$ cat src/hw/rtl/qtc_pkg.sv
// ----------------------------------------------------------------------------
// qtc_pkg: shared widths, constants and types
// Sizing constants for the card rectangle pipeline and the records that pass
// between its units.
// ----------------------------------------------------------------------------
package qtc_pkg;

	// Geometry and fixed point
	localparam int COORD_BITS = 12;
	localparam int IN_W       = 12;
	localparam int FRAC_BITS  = 8;
	localparam int SIDE_W     = COORD_BITS + 9;
	localparam int RAD_W      = 2 * SIDE_W;
	localparam int SQ_IN_W    = 2 * COORD_BITS;

	// Ratio compare datapath
	localparam int SUM_W  = SIDE_W + 1;
	localparam int SQ_W   = 2 * SIDE_W;
	localparam int P_W    = SUM_W + SQ_W;
	localparam int CH_W   = SUM_W;
	localparam int N_CH   = 3;
	localparam int N_DCH  = 2;
	localparam int PX_W   = N_CH * CH_W;
	localparam int PP_W   = CH_W + SIDE_W;
	localparam int ROW_W  = PX_W + SIDE_W;
	localparam int TOT_W  = PX_W + SQ_W;

	// Sizing
	localparam int W_W     = 13;
	localparam int H_W     = 14;
	localparam int LEM_W   = 12;
	localparam int WD_W    = SIDE_W - FRAC_BITS;
	localparam int WZ_W    = (WD_W > W_W) ? WD_W : W_W;
	localparam int N_W     = 23;
	localparam int Q_W     = 15;
	localparam int REC_W   = 15;
	localparam int PR_W    = N_W + REC_W;
	localparam int DIV_K   = 24;
	localparam int CARD_SHORT = 540;
	localparam int CARD_LONG  = 856;
	localparam int REC_SHORT  = (1 << DIV_K) / CARD_SHORT;
	localparam int REC_LONG   = (1 << DIV_K) / CARD_LONG;
	localparam int W_MAX   = 8191;
	localparam int H_MAX   = 16383;

	// Side lanes
	localparam int N_LANES  = 4;
	localparam int LN_TOP   = 0;
	localparam int LN_BOT   = 1;
	localparam int LN_LEFT  = 2;
	localparam int LN_RIGHT = 3;

	// Output queue
	localparam int FIFO_DEPTH = 2;
	localparam int CNT_W      = 2;

	typedef struct packed {
		logic              degen;
		logic [SIDE_W-1:0] tb_min;
	} side_info_t;

	typedef struct packed {
		logic              land;
		logic              degen;
		logic [SIDE_W-1:0] tb_min;
	} cmp_res_t;

	typedef struct packed {
		logic [W_W-1:0] width_px;
		logic [H_W-1:0] height_px;
		logic           landscape;
		logic           degenerate;
	} rect_t;

	// Keep the low COORD_BITS of a coordinate, zero-extending if narrower.
	function automatic logic [COORD_BITS-1:0] mask_coord(input logic [IN_W-1:0] v);
		logic [IN_W+COORD_BITS-1:0] t;
		t = {{COORD_BITS{1'b0}}, v};
		return t[COORD_BITS-1:0];
	endfunction

	function automatic logic [COORD_BITS-1:0] abs_diff(input logic [COORD_BITS-1:0] a,
		input logic [COORD_BITS-1:0] b);
		return (a > b) ? (a - b) : (b - a);
	endfunction

endpackage

$ cat src/hw/rtl/qtc_sizer.sv
// ----------------------------------------------------------------------------
// qtc_sizer: rectangle width and height
// Clamp width to the minimum and to W_MAX, then scale by the card aspect with a
// reciprocal multiply and one correction step, clamping height to H_MAX.
// ----------------------------------------------------------------------------
module qtc_sizer (
	input  logic                      clk,
	input  logic                      arst_n,
	input  logic                      en,
	input  logic                      in_valid,
	input  qtc_pkg::cmp_res_t         res,
	input  logic [qtc_pkg::LEM_W-1:0] lem,
	output logic                      out_valid,
	output qtc_pkg::rect_t            rect
);

	logic [qtc_pkg::N_W-1:0]   lem_prod_q;
	logic [qtc_pkg::Q_W-1:0]   lem_est_q;
	logic [qtc_pkg::LEM_W-1:0] lem_short_q;
	logic [qtc_pkg::N_W-1:0]   lem_rem_c;

	logic v_s1, v_s2, v_s3, v_s4;
	logic [qtc_pkg::W_W-1:0] w_s1, w_s2, w_s3;
	logic land_s1, land_s2, land_s3, degen_s1, degen_s2, degen_s3;
	logic [qtc_pkg::N_W-1:0] n_s2, n_s3;
	logic [qtc_pkg::Q_W-1:0] q_s3;
	qtc_pkg::rect_t          rect_s4;

	logic [qtc_pkg::WZ_W-1:0] wd_c, wm_c, wz_c;
	logic [qtc_pkg::N_W-1:0]  div_c, rem_c;
	logic [qtc_pkg::Q_W-1:0]  qf_c;

	// minimum portrait width follows the register through lem_prod_q, lem_est_q and lem_short_q
	always_comb begin
		lem_rem_c = lem_prod_q - qtc_pkg::N_W'(lem_est_q * qtc_pkg::CARD_LONG);
	end

	always_ff @(posedge clk or negedge arst_n) begin
		if (!arst_n) begin
			lem_prod_q  <= '0;
			lem_est_q   <= '0;
			lem_short_q <= '0;
		end else begin
			lem_prod_q  <= qtc_pkg::N_W'(lem * qtc_pkg::CARD_SHORT);
			lem_est_q   <= qtc_pkg::Q_W'((qtc_pkg::PR_W'(lem_prod_q) *
				qtc_pkg::PR_W'(qtc_pkg::REC_LONG)) >> qtc_pkg::DIV_K);
			lem_short_q <= (lem_rem_c >= qtc_pkg::N_W'(qtc_pkg::CARD_LONG)) ?
				qtc_pkg::LEM_W'(lem_est_q + 1'b1) : qtc_pkg::LEM_W'(lem_est_q);
		end
	end

	always_comb begin
		wd_c = qtc_pkg::WZ_W'(res.tb_min >> qtc_pkg::FRAC_BITS);
		wm_c = res.land ? qtc_pkg::WZ_W'(lem) : qtc_pkg::WZ_W'(lem_short_q);
		wz_c = (wd_c < wm_c) ? wm_c : wd_c;
		div_c = land_s3 ? qtc_pkg::N_W'(qtc_pkg::CARD_LONG) : qtc_pkg::N_W'(qtc_pkg::CARD_SHORT);
		rem_c = n_s3 - qtc_pkg::N_W'(q_s3 * div_c);
		qf_c  = (rem_c >= div_c) ? (q_s3 + 1'b1) : q_s3;
	end

	always_ff @(posedge clk or negedge arst_n) begin
		if (!arst_n) begin
			v_s1 <= 1'b0;
			v_s2 <= 1'b0;
			v_s3 <= 1'b0;
			v_s4 <= 1'b0;
		end else if (en) begin
			v_s1 <= in_valid;
			v_s2 <= v_s1;
			v_s3 <= v_s2;
			v_s4 <= v_s3;
		end
	end

	always_ff @(posedge clk) begin
		if (en) begin
			w_s1     <= (wz_c > qtc_pkg::WZ_W'(qtc_pkg::W_MAX)) ?
				qtc_pkg::W_W'(qtc_pkg::W_MAX) : qtc_pkg::W_W'(wz_c);
			land_s1  <= res.land;
			degen_s1 <= res.degen;

			n_s2     <= land_s1 ? qtc_pkg::N_W'(w_s1 * qtc_pkg::CARD_SHORT) :
				qtc_pkg::N_W'(w_s1 * qtc_pkg::CARD_LONG);
			w_s2     <= w_s1;
			land_s2  <= land_s1;
			degen_s2 <= degen_s1;

			q_s3     <= qtc_pkg::Q_W'((qtc_pkg::PR_W'(n_s2) * (land_s2 ?
				qtc_pkg::PR_W'(qtc_pkg::REC_LONG) : qtc_pkg::PR_W'(qtc_pkg::REC_SHORT)))
				>> qtc_pkg::DIV_K);
			n_s3     <= n_s2;
			w_s3     <= w_s2;
			land_s3  <= land_s2;
			degen_s3 <= degen_s2;

			rect_s4.width_px   <= w_s3;
			rect_s4.height_px  <= (qf_c > qtc_pkg::Q_W'(qtc_pkg::H_MAX)) ?
				qtc_pkg::H_W'(qtc_pkg::H_MAX) : qtc_pkg::H_W'(qf_c);
			rect_s4.landscape  <= land_s3;
			rect_s4.degenerate <= degen_s3;
		end
	end

	assign out_valid = v_s4;
	assign rect      = rect_s4;

endmodule

$ cat config.mk
export PLATFORM = sky130hd
export DESIGN_NAME = qtc_sizer
export DESIGN_NICKNAME = d
export VERILOG_FILES = /design/src/hw/rtl/qtc_pkg.sv /design/src/hw/rtl/qtc_sizer.sv
export SDC_FILE = /design/constraint.sdc
export NUM_CORES = 2
export LEC_CHECK = 0
export BUFFER_PORTS_ARGS = -buffer_cell sky130_fd_sc_hd__buf_2
export CORE_MARGIN = 3
export CORE_UTILIZATION = 47
export CTS_CLUSTER_SIZE = 12
export DETAILED_ROUTE_END_ITERATION = 10
export GPL_ROUTABILITY_DRIVEN = 0
export PLACE_DENSITY = 0.62
export SYNTH_ARGS = -nofsm -noshare
export SYNTH_HDL_FRONTEND = slang
export SYNTH_SLANG_ARGS = --single-unit
$ cat constraint.sdc
create_clock -name clk -period 7.75 [get_ports clk]
set_input_delay 0 -clock clk [delete_from_list [all_inputs] [get_ports clk]]
set_output_delay 0 -clock clk [all_outputs]
set_load 0.02 [all_outputs]
==> out/results.ini <==
[outcome]
status = finished clean

[setup_path]
setup.worst_path.end_class = flip-flop
required_ns = 8.00
crit_type = reg -> reg
arrival_ns = 7.61
critPathLaunchType = flip-flop
cp_max_fo = 8

[cts]
cts_sinks = 179
cts_max_path_buffers = 2
htreeDepth = 4
clk_pin_slew_ns = 0.09
clkLatencyLatePin_ns = 0.52
cts_tree = done
numCtsBuffers = 17
cts_root_buf = clkbuf_16

[yosys]
synth_edf_count = 130
ys_ff_latch = 179
netlist_top_cells_area = fa_1 (28%), ha_1 (25%), edfxtp_1 (13%)
ys_seq_area_frac = 0.169
ys_warn_count = 0
ys.flop_type = edfxtp_1
syn_avg_cell_area_sq_um = 10.3
syn_area_sq_um = 30300
synth_largest_area_cell = fa_1
yosysUniqueCellTypes = 82
syn_inst = 2942
synth.top_cell.area_share = 0.281
synthArstFlopShare = 0.274

[placement]
port_buffers = 60
dp_hpwl_um = 56600
dp_slack_ns = 0.303

[drt]
drc = 0
first_pass_iters = 5
drt_iter0_drc = 920
wirelength_um = 66300
vias = 20296
viasPerCell = 5.21
ant_nets = 0
wire_per_inst_um = 17.0

[floorplan]
dieArea_sq_um = 67500
rows = 92
fp.coreArea_sq_um = 63400
die_w_um = 260
start_util = 0.478
ioPinCount = 69
die_h_um = 260

[global_routing]
antenna_found_initial = 0
grt_pass1_wl_um = 113000
grt_overflow_total = 0
grt_usage = 0.212
grt_max_degree = 78
grt_pass1_vias = 22547

[min_path]
hold_class = in -> reg

[run]
maxCapViolCount = 0

[finish]
area_delta_synth_final_pct = 7.65
nets = 4116
n_antenna_cell = 0
drive_gt1_frac = 0.0610

[timing]
setup_slack_ns = 0.395
finalClockSkew_ns = 0.0230
max_freq_mhz = 136
fin_crit_sh = 0.949
slew_viol_final = 0
worst_pin_slew_ns = 0.773
min_period_ns = 7.36
setup_viol = 0
finalHoldViolCount = 0
tns_ns = 0
rsz0062_at_grt = false
relSlewSlack = 0.485

==> metrics by stage <==
stage          utilization  instance area, sq um  hold WS [ns]  cells
2_1_floorplan            -                 30300        -0.296   2943
3_3_place_gp         0.501                 31800         0.168   3842
4_1_cts              0.514                 32600       0.00984   3895
6_report             0.514                 32600        0.0105   3897
3_5_place_dp         0.501                 31800         0.171   3842
5_1_grt              0.514                 32600        0.0403   3897
==> area by class of cell <==
cell class	count	area [sq um]
fill	5640	30800
multi-input combinational	1986	22300
sequential	179	5130
inverter	732	2750
tap	846	1060
timing repair buffer	122	837
clock buffer	18	429
clock inverter	14	156
==> cells in the final DEF (no fill, tap or decap), types with 40 or more instances in the layout <==
cell type	netlist	routed
edfxtp_1	130	130
xnor2_1	75	75
ha_1	613	613
buf_2	1	59
o21ai_0	72	72
nor2_1	105	104
a21oi_1	98	98
inv_1	732	732
nand2_1	89	89
dfrtp_1	49	49
fa_1	426	426
buf_4	1	40
xor2_1	43	43
nor2b_1	50	46
==> logic make-up (layout without fill, tap and decap cells) <==
logic type | count (synthesis) | count (layout) | synth area share
adders and majority gates | 1039 | 1039 | 0.535
buffers and inverters | 778 | 886 | 0.0968
and+or+nand+nor | 440 | 440 | 0.0744
AOI/OAI and AO/OA | 336 | 336 | 0.0723
DFF | 179 | 179 | 0.169
xor gates and xnor gates | 119 | 119 | 0.0349
muxes | 50 | 50 | 0.0177
other | 1 | 2 | 0.000124
==> per-layer routing <==
| layer | vias up | part of all wire | GRT usage |
|---|---|---|---|
| met5 | - | 0 | 0 |
| met4 | 0 | 0.040 | 0.0897 |
| met3 | 100 | 0.027 | 0.0258 |
| met2 | 325 | 0.50 | 0.373 |
| met1 | 10120 | 0.43 | 0.262 |
| li1 | 9751 | - | - |
==> final timing paths <==
| path | start | end | slack, ns | depth (start not counted) |
|---|---|---|---|---|
| worst max-delay path | land_s2$_DFFE_PP_ | q_s3[13]$_DFFE_PP_ | 0.39 | 21 |
| worst min-delay path | en | w_s1[9]$_SDFFCE_PN1P_ | 0.01 | 1 |
| worst max register to register | land_s2$_DFFE_PP_ | q_s3[13]$_DFFE_PP_ | 0.39 | 21 |
| worst min register to register | w_s3[3]$_DFFE_PP_ | rect[19]$_DFFE_PP_ | 0.42 | 0 |
| max in group asynchronous | arst_n | lem_prod_q[9]$_DFF_PN0_ | 7.15 | 3 |
| min in group asynchronous | arst_n | lem_est_q[5]$_DFF_PN0_ | 0.15 | 3 |
==> cell usage after synthesis, types with 17 or more instances <==
library cell and count:
nand3_1 34, o21a_1 17, fa_1 426, nand2_1 89, nor2_1 105, or2_2 17
nor3_1 33, o21ai_0 72, mux2i_1 34, dfrtp_1 49, xor2_1 43, edfxtp_1 130
nor2b_1 50, nand2b_1 22, a21oi_1 98, clkbuf_1 39, inv_1 732, ha_1 613
and2_1 29, xnor2_1 75, a21o_1 31, a211oi_1 17
==> worst max-delay path: stages, from the launching register on <==
cell and delay [ns]:
edfxtp_1 0.57, buf_4 0.23, nor2b_1 0.45, or2_2 0.21
ha_1 0.24, fa_1 0.54, fa_1 0.46, fa_1 0.54
fa_1 0.56, fa_1 0.51, ha_1 0.33, and4_1 0.24
a21o_1 0.20, a211oi_1 0.29, o32ai_1 0.23, o41ai_1 0.32
buf_4 0.20, o221ai_1 0.18, a41o_1 0.33, nor3_1 0.19
o21bai_1 0.12, xnor2_1 0.14
==> what timing repair did <==
action	in CTS	in global routing
endpoints found under the setup margin	0	2
hold buffers	21	0
gates resized for setup	0	5
hold endpoints to repair	70	0
buffers inserted	0	2
==> sequential cells by signal, summed over array words and instances (netlist names), 12 cells and up <==
| register | count |
|---|---|
| rect | 29 |
| lem_short_q | 12 |
| q_s3 | 14 |
| lem_est_q | 13 |
| w_s3 | 13 |
| n_s2 | 21 |
| lem_prod_q | 20 |
| n_s3 | 21 |
| w_s2 | 13 |
| w_s1 | 13 |
Power is not shown: default switching activity piles up to over one toggle a cycle in this logic, so the estimate is an artifact.
