### config.mk
export PLATFORM = sky130hd
export DESIGN_NAME = qtc_out_fifo_flat
export DESIGN_NICKNAME = d
export VERILOG_FILES = /design/src/hw/rtl/qtc_pkg.sv /design/src/hw/rtl/qtc_ifs.sv /design/src/hw/rtl/qtc_out_fifo.sv /design/src/flat_wrapper.sv
export SDC_FILE = /design/constraint.sdc
export NUM_CORES = 1
export LEC_CHECK = 0
export ABC_AREA = 1
export BUFFER_PORTS_ARGS = -buffer_cell sky130_fd_sc_hd__buf_2
export CORE_MARGIN = 2
export CORE_UTILIZATION = 38
export DETAILED_ROUTE_END_ITERATION = 6
export GPL_TIMING_DRIVEN = 0
export PLACE_DENSITY_LB_ADDON = 0.25
export SETUP_SLACK_MARGIN = 0.1
export SYNTH_ARGS = -nofsm -noshare
export SYNTH_HDL_FRONTEND = slang
export SYNTH_SLANG_ARGS = --single-unit
### constraint.sdc
create_clock -name clk -period 4.22 [get_ports clk]
set_clock_uncertainty 0.2 [all_clocks]
set_input_delay 0.633 -clock clk [delete_from_list [all_inputs] [get_ports clk]]
set_output_delay 0.633 -clock clk [all_outputs]
set_load 0.02 [all_outputs]
### src/hw/rtl/qtc_pkg.sv
// ----------------------------------------------------------------------------
// qtc_pkg: shared widths, constants and types
// Sizing constants for the card rectangle pipeline and the records that pass
// between its units.
// ----------------------------------------------------------------------------
package qtc_pkg;

	// Geometry and fixed point
	localparam int COORD_BITS = 12;
	localparam int IN_W       = 12;
	localparam int FRAC_BITS  = 8;
	localparam int SIDE_W     = COORD_BITS + 9;
	localparam int RAD_W      = 2 * SIDE_W;
	localparam int SQ_IN_W    = 2 * COORD_BITS;

	// Ratio compare datapath
	localparam int SUM_W  = SIDE_W + 1;
	localparam int SQ_W   = 2 * SIDE_W;
	localparam int P_W    = SUM_W + SQ_W;
	localparam int CH_W   = SUM_W;
	localparam int N_CH   = 3;
	localparam int N_DCH  = 2;
	localparam int PX_W   = N_CH * CH_W;
	localparam int PP_W   = CH_W + SIDE_W;
	localparam int ROW_W  = PX_W + SIDE_W;
	localparam int TOT_W  = PX_W + SQ_W;

	// Sizing
	localparam int W_W     = 13;
	localparam int H_W     = 14;
	localparam int LEM_W   = 12;
	localparam int WD_W    = SIDE_W - FRAC_BITS;
	localparam int WZ_W    = (WD_W > W_W) ? WD_W : W_W;
	localparam int N_W     = 23;
	localparam int Q_W     = 15;
	localparam int REC_W   = 15;
	localparam int PR_W    = N_W + REC_W;
	localparam int DIV_K   = 24;
	localparam int CARD_SHORT = 540;
	localparam int CARD_LONG  = 856;
	localparam int REC_SHORT  = (1 << DIV_K) / CARD_SHORT;
	localparam int REC_LONG   = (1 << DIV_K) / CARD_LONG;
	localparam int W_MAX   = 8191;
	localparam int H_MAX   = 16383;

	// Side lanes
	localparam int N_LANES  = 4;
	localparam int LN_TOP   = 0;
	localparam int LN_BOT   = 1;
	localparam int LN_LEFT  = 2;
	localparam int LN_RIGHT = 3;

	// Output queue
	localparam int FIFO_DEPTH = 2;
	localparam int CNT_W      = 2;

	typedef struct packed {
		logic              degen;
		logic [SIDE_W-1:0] tb_min;
	} side_info_t;

	typedef struct packed {
		logic              land;
		logic              degen;
		logic [SIDE_W-1:0] tb_min;
	} cmp_res_t;

	typedef struct packed {
		logic [W_W-1:0] width_px;
		logic [H_W-1:0] height_px;
		logic           landscape;
		logic           degenerate;
	} rect_t;

	// Keep the low COORD_BITS of a coordinate, zero-extending if narrower.
	function automatic logic [COORD_BITS-1:0] mask_coord(input logic [IN_W-1:0] v);
		logic [IN_W+COORD_BITS-1:0] t;
		t = {{COORD_BITS{1'b0}}, v};
		return t[COORD_BITS-1:0];
	endfunction

	function automatic logic [COORD_BITS-1:0] abs_diff(input logic [COORD_BITS-1:0] a,
		input logic [COORD_BITS-1:0] b);
		return (a > b) ? (a - b) : (b - a);
	endfunction

endpackage

### src/hw/rtl/qtc_ifs.sv


interface qtc_rect_if;
	logic                     valid;
	logic                     ready;
	logic [qtc_pkg::W_W-1:0]  width_px;
	logic [qtc_pkg::H_W-1:0]  height_px;
	logic                     landscape;
	logic                     degenerate;

	modport source (output valid, width_px, height_px, landscape, degenerate,
		input ready);
	modport sink (input valid, width_px, height_px, landscape, degenerate,
		output ready);
endinterface


### src/hw/rtl/qtc_out_fifo.sv
// ----------------------------------------------------------------------------
// qtc_out_fifo: two-entry result queue
// Decouples the pipeline from the result channel; drives the pipe enable.
// ----------------------------------------------------------------------------
module qtc_out_fifo (
	input  logic           clk,
	input  logic           arst_n,
	input  logic           in_valid,
	input  qtc_pkg::rect_t in_rect,
	output logic           en,
	qtc_rect_if.source     rect
);

	qtc_pkg::rect_t              mem_q [qtc_pkg::FIFO_DEPTH];
	logic [qtc_pkg::CNT_W-1:0]   cnt_q;
	logic                        wr_q, rd_q;
	logic                        push, pop;
	qtc_pkg::rect_t              head;

	assign en   = (cnt_q != qtc_pkg::CNT_W'(qtc_pkg::FIFO_DEPTH)) || rect.ready;
	assign push = en && in_valid;
	assign pop  = rect.valid && rect.ready;
	assign head = mem_q[rd_q];

	always_ff @(posedge clk or negedge arst_n) begin
		if (!arst_n) begin
			cnt_q <= '0;
			wr_q  <= 1'b0;
			rd_q  <= 1'b0;
		end else begin
			if (push) begin
				wr_q <= ~wr_q;
			end
			if (pop) begin
				rd_q <= ~rd_q;
			end
			if (push && !pop) begin
				cnt_q <= cnt_q + 1'b1;
			end else if (pop && !push) begin
				cnt_q <= cnt_q - 1'b1;
			end
		end
	end

	always_ff @(posedge clk) begin
		if (push) begin
			mem_q[wr_q] <= in_rect;
		end
	end

	assign rect.valid      = (cnt_q != '0);
	assign rect.width_px   = head.width_px;
	assign rect.height_px  = head.height_px;
	assign rect.landscape  = head.landscape;
	assign rect.degenerate = head.degenerate;

endmodule

### src/flat_wrapper.sv
// flat-port wrapper written by rule: the top's interface ports become plain ports
module qtc_out_fifo_flat 
  (clk, arst_n, in_valid, in_rect, en, rect_valid, rect_width_px, rect_height_px, rect_landscape, rect_degenerate, rect_ready);
  qtc_rect_if rect_i ();
  input  logic clk;
  input  logic arst_n;
  input  logic in_valid;
  input  qtc_pkg::rect_t in_rect;
  output logic en;
  output wire logic [$bits(rect_i.valid)-1:0] rect_valid;
  output wire logic [$bits(rect_i.width_px)-1:0] rect_width_px;
  output wire logic [$bits(rect_i.height_px)-1:0] rect_height_px;
  output wire logic [$bits(rect_i.landscape)-1:0] rect_landscape;
  output wire logic [$bits(rect_i.degenerate)-1:0] rect_degenerate;
  input wire logic [$bits(rect_i.ready)-1:0] rect_ready;
  assign rect_valid = rect_i.valid;
  assign rect_width_px = rect_i.width_px;
  assign rect_height_px = rect_i.height_px;
  assign rect_landscape = rect_i.landscape;
  assign rect_degenerate = rect_i.degenerate;
  assign rect_i.ready = rect_ready;
  qtc_out_fifo u_core (.clk(clk), .arst_n(arst_n), .in_valid(in_valid), .in_rect(in_rect), .en(en), .rect(rect_i));
endmodule
==> flow_summary.json, run 1 <==
{
  "viasPerCell": 4.34,
  "synth.most_common_cell": "nand2_1",
  "syn_area_per_cell_um2": 12.7,
  "synthFlopType": "edfxtp_1",
  "criticalPathCategory": "reg -> out",
  "clockBufferDepth": 2,
  "rows": 28,
  "synth.distinct_cells": 12,
  "timing.rr.end": "u_core.mem_q[0][9]",
  "critPathLaunch": "u_core.rd_q",
  "core_area_um2": 5920,
  "p_leak_uw": 0.00131,
  "ys_warn_count": 0,
  "met1Wirelength_um": 1690,
  "die_w_um": 82.3,
  "syn_area_um2": 2330,
  "worstPathArrival_ps": 1340,
  "fin_crit_ps": 2170,
  "topRoutingLayerUsed": "met4",
  "setup-violations-final": 0,
  "synth_common_cells": "nand2_1 (98), edfxtp_1 (58), inv_1 (7), buf_2 (6), dfrtp_1 (4)",
  "synth_top_cell_by_area": "edfxtp_1",
  "rsz0062_at_grt": "no",
  "tns_ps": 0,
  "worstSetupEndpointType": "primary output",
  "drive_gt1_share_pct": 32.3,
  "grt_pass1_wl_um": 6000,
  "clkLatencyLatePin_ps": 330,
  "syn_inst": 183,
  "power_density_nw_per_um2": 698,
  "synth-seq-cells": 62,
  "async_reset_ff_share_pct": 6.45,
  "dp_hpwl_um": 2580,
  "maxCapViolCount": 0,
  "drtAntennaViolNets": 0,
  "synth_nets": 217,
  "fmax_mhz": 460,
  "outcome": "completed",
  "pin_count": 64,
  "slew_headroom_pct": 22.9,
  "diodes": 0,
  "layout.nets": 292,
  "firstDrtPassIters": 5,
  "crit_path_start_kind": "register",
  "required_ps": 3390,
  "cts_setup_buffers": 0,
  "drt-initial-drc-count": 70,
  "slew_violations": 0,
  "rr_startpoint": "u_core.cnt_q[0]",
  "antenna_found_initial": 0,
  "clk_pin_slew_worst_paths_ps": 60,
  "endpoint": "rect_height_px[3]",
  "met2_length_um": 1980,
  "grt_pass1_vias": 1330,
  "h-tree-depth": 3,
  "finalHoldViolations": 0,
  "worstMarginPinSlew_ps": 1150,
  "wirelength_um": 3990,
  "dr_wl_met3_um": 226,
  "critPathMaxFanout": 10,
  "port_buffers": 63,
  "grt_max_degree": 30,
  "cts_tree": "done",
  "grt-ovfl-total": 0,
  "ff2ff_path_depth": 4,
  "fin_crit_sh_pct": 51.5,
  "synth_top_area_share_pct": 74.8,
  "routabilityCongestion": 0.656,
  "cts_root_buffer": "clkbuf_8",
  "synth_area_leaders": "edfxtp_1 (75%), nand2_1 (16%), dfrtp_1 (4.3%)",
  "start_util_pct": 39.3,
  "wl_per_cell_um": 11.8,
  "grt_util_all_layers_pct": 12.8,
  "utilization_pct": 49.5,
  "numClockSinks": 62,
  "ir_drop_v": 0.000352,
  "vias": 1468,
  "cts_buffers": 9,
  "dieHeight_um": 82.3,
  "ys_seq_area_share_pct": 79.1,
  "worst-r2r-setup-slack_ps": 2150,
  "hold_path_class": "reg -> reg",
  "area_growth_pct": 25.7,
  "die_area_um2": 6770,
  "drc": 0,
  "synth_edf_count": 58
}
stage by stage:
| step | area (um^2) | std cells | power (uW) | setup WS, ps | hold slack [ps] |
|---|---|---|---|---|---|
| final | 2930 | 338 | 2040 | 2050 | 275 |
| after global routing | 2930 | 338 | 2200 | 1910 | 267 |
| after CTS | 2930 | 338 | 2080 | 2010 | 272 |
| after detailed placement | 2750 | 321 | 1630 | 1740 | 246 |
| after global placement | 2740 | 321 | 1620 | 671 | 245 |
| after floorplan | 2330 | 183 | 1370 | 1460 | 137 |
where the power goes:
group / leakage, uW / internal [uW] / switching [uW]
Sequential: 0.000590 / 830 / 38.6
Clock: 0.0000881 / 243 / 201
Combinational: 0.000634 / 216 / 515
flip-flops by register name, indices dropped and copies added, names as in the netlist:
register / count
u_core.mem_q: 58
u_core.cnt_q: 2
u_core.rd_q: 1
u_core.wr_q: 1
critical path: stages, from the launching register on:
cell and delay (ps):
dfrtp_1 410, inv_2 70, buf_2 220, nand2_1 90, nand2_1 60, buf_2 150
per-layer routing:
layer / vias up / track usage [%]
met5: - / 0
met4: 0 / 8.50
met3: 10 / 4.02
met2: 49 / 20.8
met1: 650 / 14.5
li1: 759 / -
repair_timing:
| action | 4_1_cts | 5_1_grt |
|---|---|---|
| resized for setup | 0 | 0 |
| hold endpoints to repair | 4 | 0 |
| endpoints found under the setup margin | 0 | 0 |
| hold buffers | 1 | 0 |
cell type report:
cell class | count | area (um^2)
Fill cell | 549 | 2990
Inverter | 9 | 33.8
Clock buffer | 14 | 163
Tap cell | 75 | 93.8
Timing Repair Buffer | 64 | 325
Multi-Input combinational cell | 106 | 432
Sequential cell | 62 | 1840
Clock inverter | 2 | 8.76
Buffer | 6 | 30.0
cells by family after synthesis:
kind of cell	after synthesis	share of synthesized area, %
xor gates and xnor gates	1	0.376
adders and majority gates	1	0.537
buffers and inverters	15	2.74
DFF	62	79.1
and+or+nand+nor	104	17.3
worst min path at each step:
stage                                      to  depth (start not counted)  slack, ps        start
after global placement        u_core.cnt_q[1]                          1        240       arst_n
after CTS                 u_core.mem_q[0][16]                          1        270  in_rect[16]
final                             u_core.wr_q                          2        270  u_core.wr_q
after floorplan               u_core.cnt_q[0]                          0        140       arst_n
after global routing      u_core.mem_q[0][16]                          1        270  in_rect[16]
after detailed placement      u_core.cnt_q[1]                          1        250       arst_n
placed cells by master (no fill, tap or decap), drive strengths merged:
master | synthesis | layout
buf | 6 | 69
clkbuf | 0 | 14
clkinv | 0 | 2
dfrtp | 4 | 4
dlygate4sd3 | 0 | 1
edfxtp | 58 | 58
ha | 1 | 1
inv | 9 | 9
nand2 | 98 | 98
nand3 | 4 | 4
nand4 | 1 | 1
nor2 | 1 | 1
xnor2 | 1 | 1
Power figures use the tool's default switching activity.
==> inputs of run 2 (changes only) <==
- clock period: 4.22 -> 1.9 ns (I/O delays scaled with it)
==> flow_summary.json, run 2 (same netlist as run 1, synthesis figures left out) <==
{
  "path_cells": "inv_2, buf_4, nand2_1, nand2_1, buf_2",
  "die_w_um": 82.3,
  "start_util_pct": 39.3,
  "internal-power_uw": 2970,
  "cp_num_buf_inv": 3,
  "fmax_mhz": 553,
  "required_ps": 1410,
  "crit_path_start_kind": "register",
  "p_leak_uw": 0.00145,
  "switching_share_pct": 37.2,
  "layout.nets": 325,
  "final_cell_mix": "nand2_1 (93), buf_2 (59), edfxtp_1 (58)",
  "die_area_um2": 6770,
  "ff2ff_path_depth": 4,
  "reg_top3": "u_core.mem_q x58, u_core.cnt_q x2",
  "rr_startpoint": "u_core.wr_q",
  "cts_root_buffer": "clkbuf_8",
  "worst-r2r-setup-slack_ps": 240,
  "pwr-share-comb_pct": 40.6,
  "cpPeakStageDelay_ps": 410,
  "power_density_nw_per_um2": 1420,
  "pin_count": 64,
  "tns_ps": 0,
  "wirelength_um": 4530,
  "maxCapViolCount": 0,
  "top_register": "u_core.mem_q",
  "worstSetupEndpointType": "primary output",
  "vias": 1593,
  "gr-max-usage-layer": "met2",
  "cpMaxStageDelayCell": "dfrtp_1",
  "diodes": 0,
  "drt-initial-drc-count": 50,
  "worstMarginPinSlew_ps": 492,
  "rows": 28,
  "cts_tree": "done",
  "min_to": "u_core.rd_q",
  "worstPathArrival_ps": 1320,
  "drtAntennaViolNets": 0,
  "viasPerCell": 4.32,
  "fin_crit_sh_pct": 95.2,
  "utilization_pct": 56.1,
  "ir_drop_v": 0.000607,
  "grt_pass1_wl_um": 6980,
  "routabilityCongestion": 0.688,
  "drive_gt1_share_pct": 32.0,
  "wl_per_cell_um": 12.3,
  "use_met3_pct": 3.80,
  "rsz0062_at_grt": "yes",
  "largest_reg_flops": 58,
  "crit_family": "buffers and inverters",
  "drc": 0,
  "grt_util_all_layers_pct": 14.8,
  "port_buffers": 63,
  "dp_hpwl_um": 2640,
  "use_met2_pct": 26.0,
  "fin_crit_ps": 1810,
  "slew_violations": 0,
  "criticalPathCategory": "reg -> out",
  "seqPwrFrac_pct": 40.7,
  "finalHoldViolations": 0,
  "dieHeight_um": 82.3,
  "critPathMaxFanout": 10,
  "core_area_um2": 5920,
  "antenna_found_initial": 0,
  "clk_pin_slew_worst_paths_ps": 60,
  "cts_buffers": 9,
  "area_growth_pct": 42.5,
  "grt-ovfl-total": 0,
  "hold_path_class": "in -> reg",
  "timing.rr.end": "u_core.mem_q[0][1]",
  "grt_pass1_vias": 1607,
  "h-tree-depth": 3,
  "setup-violations-final": 0,
  "clockBufferDepth": 2,
  "holdPathStages": 3,
  "timing.critical_path.mode_cell": "nand2_1",
  "grt_max_degree": 16,
  "clkLatencyLatePin_ps": 330,
  "worstHoldStart": "rect_ready",
  "outcome": "completed",
  "p_clk_share_pct": 18.8,
  "numClockSinks": 62,
  "grt_util_met1_pct": 15.6,
  "layout_commonest_cell": "nand2_1",
  "p_switching_uw": 1760,
  "firstDrtPassIters": 4,
  "slew_headroom_pct": 67.1
}
## run 2: cell types whose count changed in the layout (fill, tap and decap cells not counted), sizes merged
cell / change
buf: +2
clkinv: +1
clkbuf: -3
clkinvlp: +2
nor2: +1
inv: -1
dlygate4sd3: +29
## run 2: worst register-to-register path: stages, from the launching register on
cell        delay [ps]
dfrtp_1            370
inv_1              190
nand3_1            270
clkinvlp_4         170
buf_12             150
## run 2: routing by layer
layer  part of all wire [%]  vias to the layer above
met3                    5.8                       11
met4                    2.4                        0
met2                     49                       46
met1                     43                      712
li1                       -                      824
met5                      0                        -
## run 2: repair_timing
item / CTS / global route
gates cloned: 2 / 0
setup buffers: 0 / 2
pin swaps: 1 / 0
resized for setup: 5 / 20
endpoints found under the setup margin: 87 / 74
endpoints found under the hold margin: 62 / 0
hold buffers: 30 / 0
## run 2: worst max-delay path by stage
stage | start | endpoint | slack, ps | depth (start not counted)
2_1_floorplan | u_core.cnt_q[0] | u_core.mem_q[0][0] | 130 | 4
3_3_place_gp | rect_ready | u_core.mem_q[0][2] | -90 | 5
3_5_place_dp | u_core.cnt_q[0] | u_core.mem_q[0][2] | -90 | 4
4_1_cts | u_core.cnt_q[0] | u_core.mem_q[0][1] | 70 | 4
5_1_grt | u_core.rd_q | rect_height_px[13] | -20 | 5
6_report | u_core.rd_q | rect_height_px[13] | 90 | 5
## run 2: layout make-up
| class | count | area, um^2 |
|---|---|---|
| repair buffers | 95 | 686 |
| fillers | 521 | 2600 |
| multi-input cells | 107 | 460 |
| repair inverters | 1 | 7.51 |
| flip-flops and latches | 62 | 1840 |
| plain buffers | 6 | 47.5 |
| well taps | 75 | 93.8 |
| clock buffers | 11 | 131 |
| inverters | 9 | 37.5 |
| clock inverters | 3 | 13.8 |
## run 2: power groups by stage
stage	Sequential, uW	Combinational (uW)	Clock (uW)
after floorplan	1930	1120	0
after global placement	1950	1660	0
after detailed placement	1950	1680	0
after CTS	1920	1780	920
after global routing	1950	2130	990
final	1920	1920	887
## run 2: metrics by stage
| step | setup slack (ps) | area [um^2] | power [uW] | cells | hold WS (ps) |
|---|---|---|---|---|---|
| 5_1_grt | -18.1 | 3320 | 5070 | 369 | 29.0 |
| 3_3_place_gp | -88.6 | 2750 | 3610 | 321 | -103 |
| 3_5_place_dp | -85.6 | 2750 | 3630 | 321 | -104 |
| 6_report | 91.8 | 3320 | 4720 | 369 | 29.2 |
| 2_1_floorplan | 132 | 2340 | 3050 | 183 | -211 |
| 4_1_cts | 73.8 | 3220 | 4630 | 367 | 20.8 |
==> inputs of run 3 (changes only) <==
- CORE_UTILIZATION: 38 -> 46
==> flow_summary.json, run 3 (same netlist as run 1, synthesis figures left out) <==
{
  "finalHoldViolations": 0,
  "pin_count": 64,
  "die_area_um2": 5650,
  "cts_root_buffer": "clkbuf_8",
  "rr_startpoint": "u_core.cnt_q[0]",
  "timing.rr.end": "u_core.cnt_q[1]",
  "clk_pin_slew_worst_paths_ps": 60,
  "core_area_um2": 4820,
  "cts_buffers": 9,
  "layout_commonest_cell": "nand2_1",
  "dp_hpwl_um": 2600,
  "fin_crit_ps": 1820,
  "drc": 0,
  "drtAntennaViolNets": 0,
  "rsz0062_at_grt": "yes",
  "outcome": "completed",
  "h-tree-depth": 3,
  "postLayoutCellArea_um2": 3300,
  "criticalPathCategory": "reg -> out",
  "ir_drop_v": 0.000858,
  "worstMarginPinSlew_ps": 470,
  "routabilityCongestion": 0.781,
  "antenna_found_initial": 0,
  "critPathMaxFanout": 10,
  "setup-violations-final": 0,
  "numClockSinks": 62,
  "slew_headroom_pct": 68.6,
  "pre_cts_ws_ps": -35.9,
  "grt_pass1_wl_um": 7180,
  "slew_violations": 0,
  "grt_max_degree": 16,
  "layout_setup_ws_ps": 79.4,
  "grt-ovfl-total": 0,
  "fmax_mhz": 549,
  "worstSetupEndpointType": "primary output",
  "worst-r2r-setup-slack_ps": 230,
  "vias": 1638,
  "rows": 25,
  "power_density_nw_per_um2": 1450,
  "viasPerCell": 4.51,
  "grt_pass1_vias": 1627,
  "layout.nets": 325,
  "port_buffers": 63,
  "drt-initial-drc-count": 53,
  "area_growth_pct": 41.6,
  "largest_reg_flops": 58,
  "top_register": "u_core.mem_q",
  "start_util_pct": 48.4,
  "grt_util_all_layers_pct": 18.2,
  "clkLatencyLatePin_ps": 320,
  "endpoint": "rect_height_px[12]",
  "required_ps": 1410,
  "wl_per_cell_um": 12.9,
  "maxCapViolCount": 0,
  "final_cell_mix": "nand2_1 (97), buf_2 (64), edfxtp_1 (58)",
  "fin_crit_sh_pct": 95.8,
  "crit_path_start_kind": "register",
  "cts_tree": "done",
  "worstPathArrival_ps": 1340,
  "hold_path_class": "in -> reg",
  "tns_ps": 0,
  "drive_gt1_share_pct": 30.7,
  "reg_top3": "u_core.mem_q x58, u_core.cnt_q x2",
  "p_leak_uw": 0.00146,
  "critPathLaunch": "u_core.rd_q",
  "placed_cell_area_um2": 2740,
  "clockBufferDepth": 2,
  "wirelength_um": 4670,
  "die_w_um": 75.2,
  "ff2ff_path_depth": 9,
  "firstDrtPassIters": 4,
  "dieHeight_um": 75.2,
  "diodes": 0
}
run 3: what timing repair did:
item / 4_1_cts / 5_1_grt
gates cloned: 2 / 0
resized for setup: 5 / 4
hold endpoints to repair: 62 / 0
hold buffers: 30 / 0
pin swaps: 1 / 0
setup endpoints to repair: 87 / 74
setup buffers: 0 / 2
run 3: worst min path at each step:
stage          slack, ps  cells after the start              end        from
2_1_floorplan       -210                      0  u_core.cnt_q[0]      arst_n
3_3_place_gp        -100                      1  u_core.cnt_q[1]      arst_n
3_5_place_dp        -100                      1  u_core.cnt_q[1]      arst_n
4_1_cts               10                      3      u_core.rd_q  rect_ready
5_1_grt               60                      3      u_core.rd_q  rect_ready
6_report              20                      3      u_core.rd_q  rect_ready
run 3: stage by stage:
step           power (uW)  utilization (%)  hold WS, ps  std cells
6_report             4790             68.5         25.0        363
5_1_grt              5100             68.5         55.4        363
4_1_cts              4750             67.4         12.6        361
3_5_place_dp         3610             56.9         -101        313
3_3_place_gp         3590             56.9         -102        313
2_1_floorplan        3050                -         -211        183
run 3: cell type report:
class                   count  area, um^2
clock inverters             7        55.1
plain buffers               6        40.0
clock buffers               9         124
well taps                  67        83.8
flip-flops and latches     62        1840
multi-input cells         107         450
inverters                   9        37.5
fillers                   364        1520
repair inverters            1        7.51
repair buffers             95         658
run 3: power breakdown:
part	internal [uW]	switching, uW	total (uW)
clock	582	453	1040
combinational	607	1220	1830
sequential	1830	94.8	1930
total	3020	1770	4790
run 3: worst max-delay path, stage by stage (launching register included):
cell     delay [ps]
dfrtp_1         430
buf_2           260
nand2_1          70
nand2_1          90
buf_2           170
run 3: layer usage:
layer	GRT usage, %	vias up	wire (um)
met1	21.0	751	1890
met5	0	-	0
li1	-	825	-
met2	31.3	57	2440
met4	8.77	0	59
met3	5.49	5	276
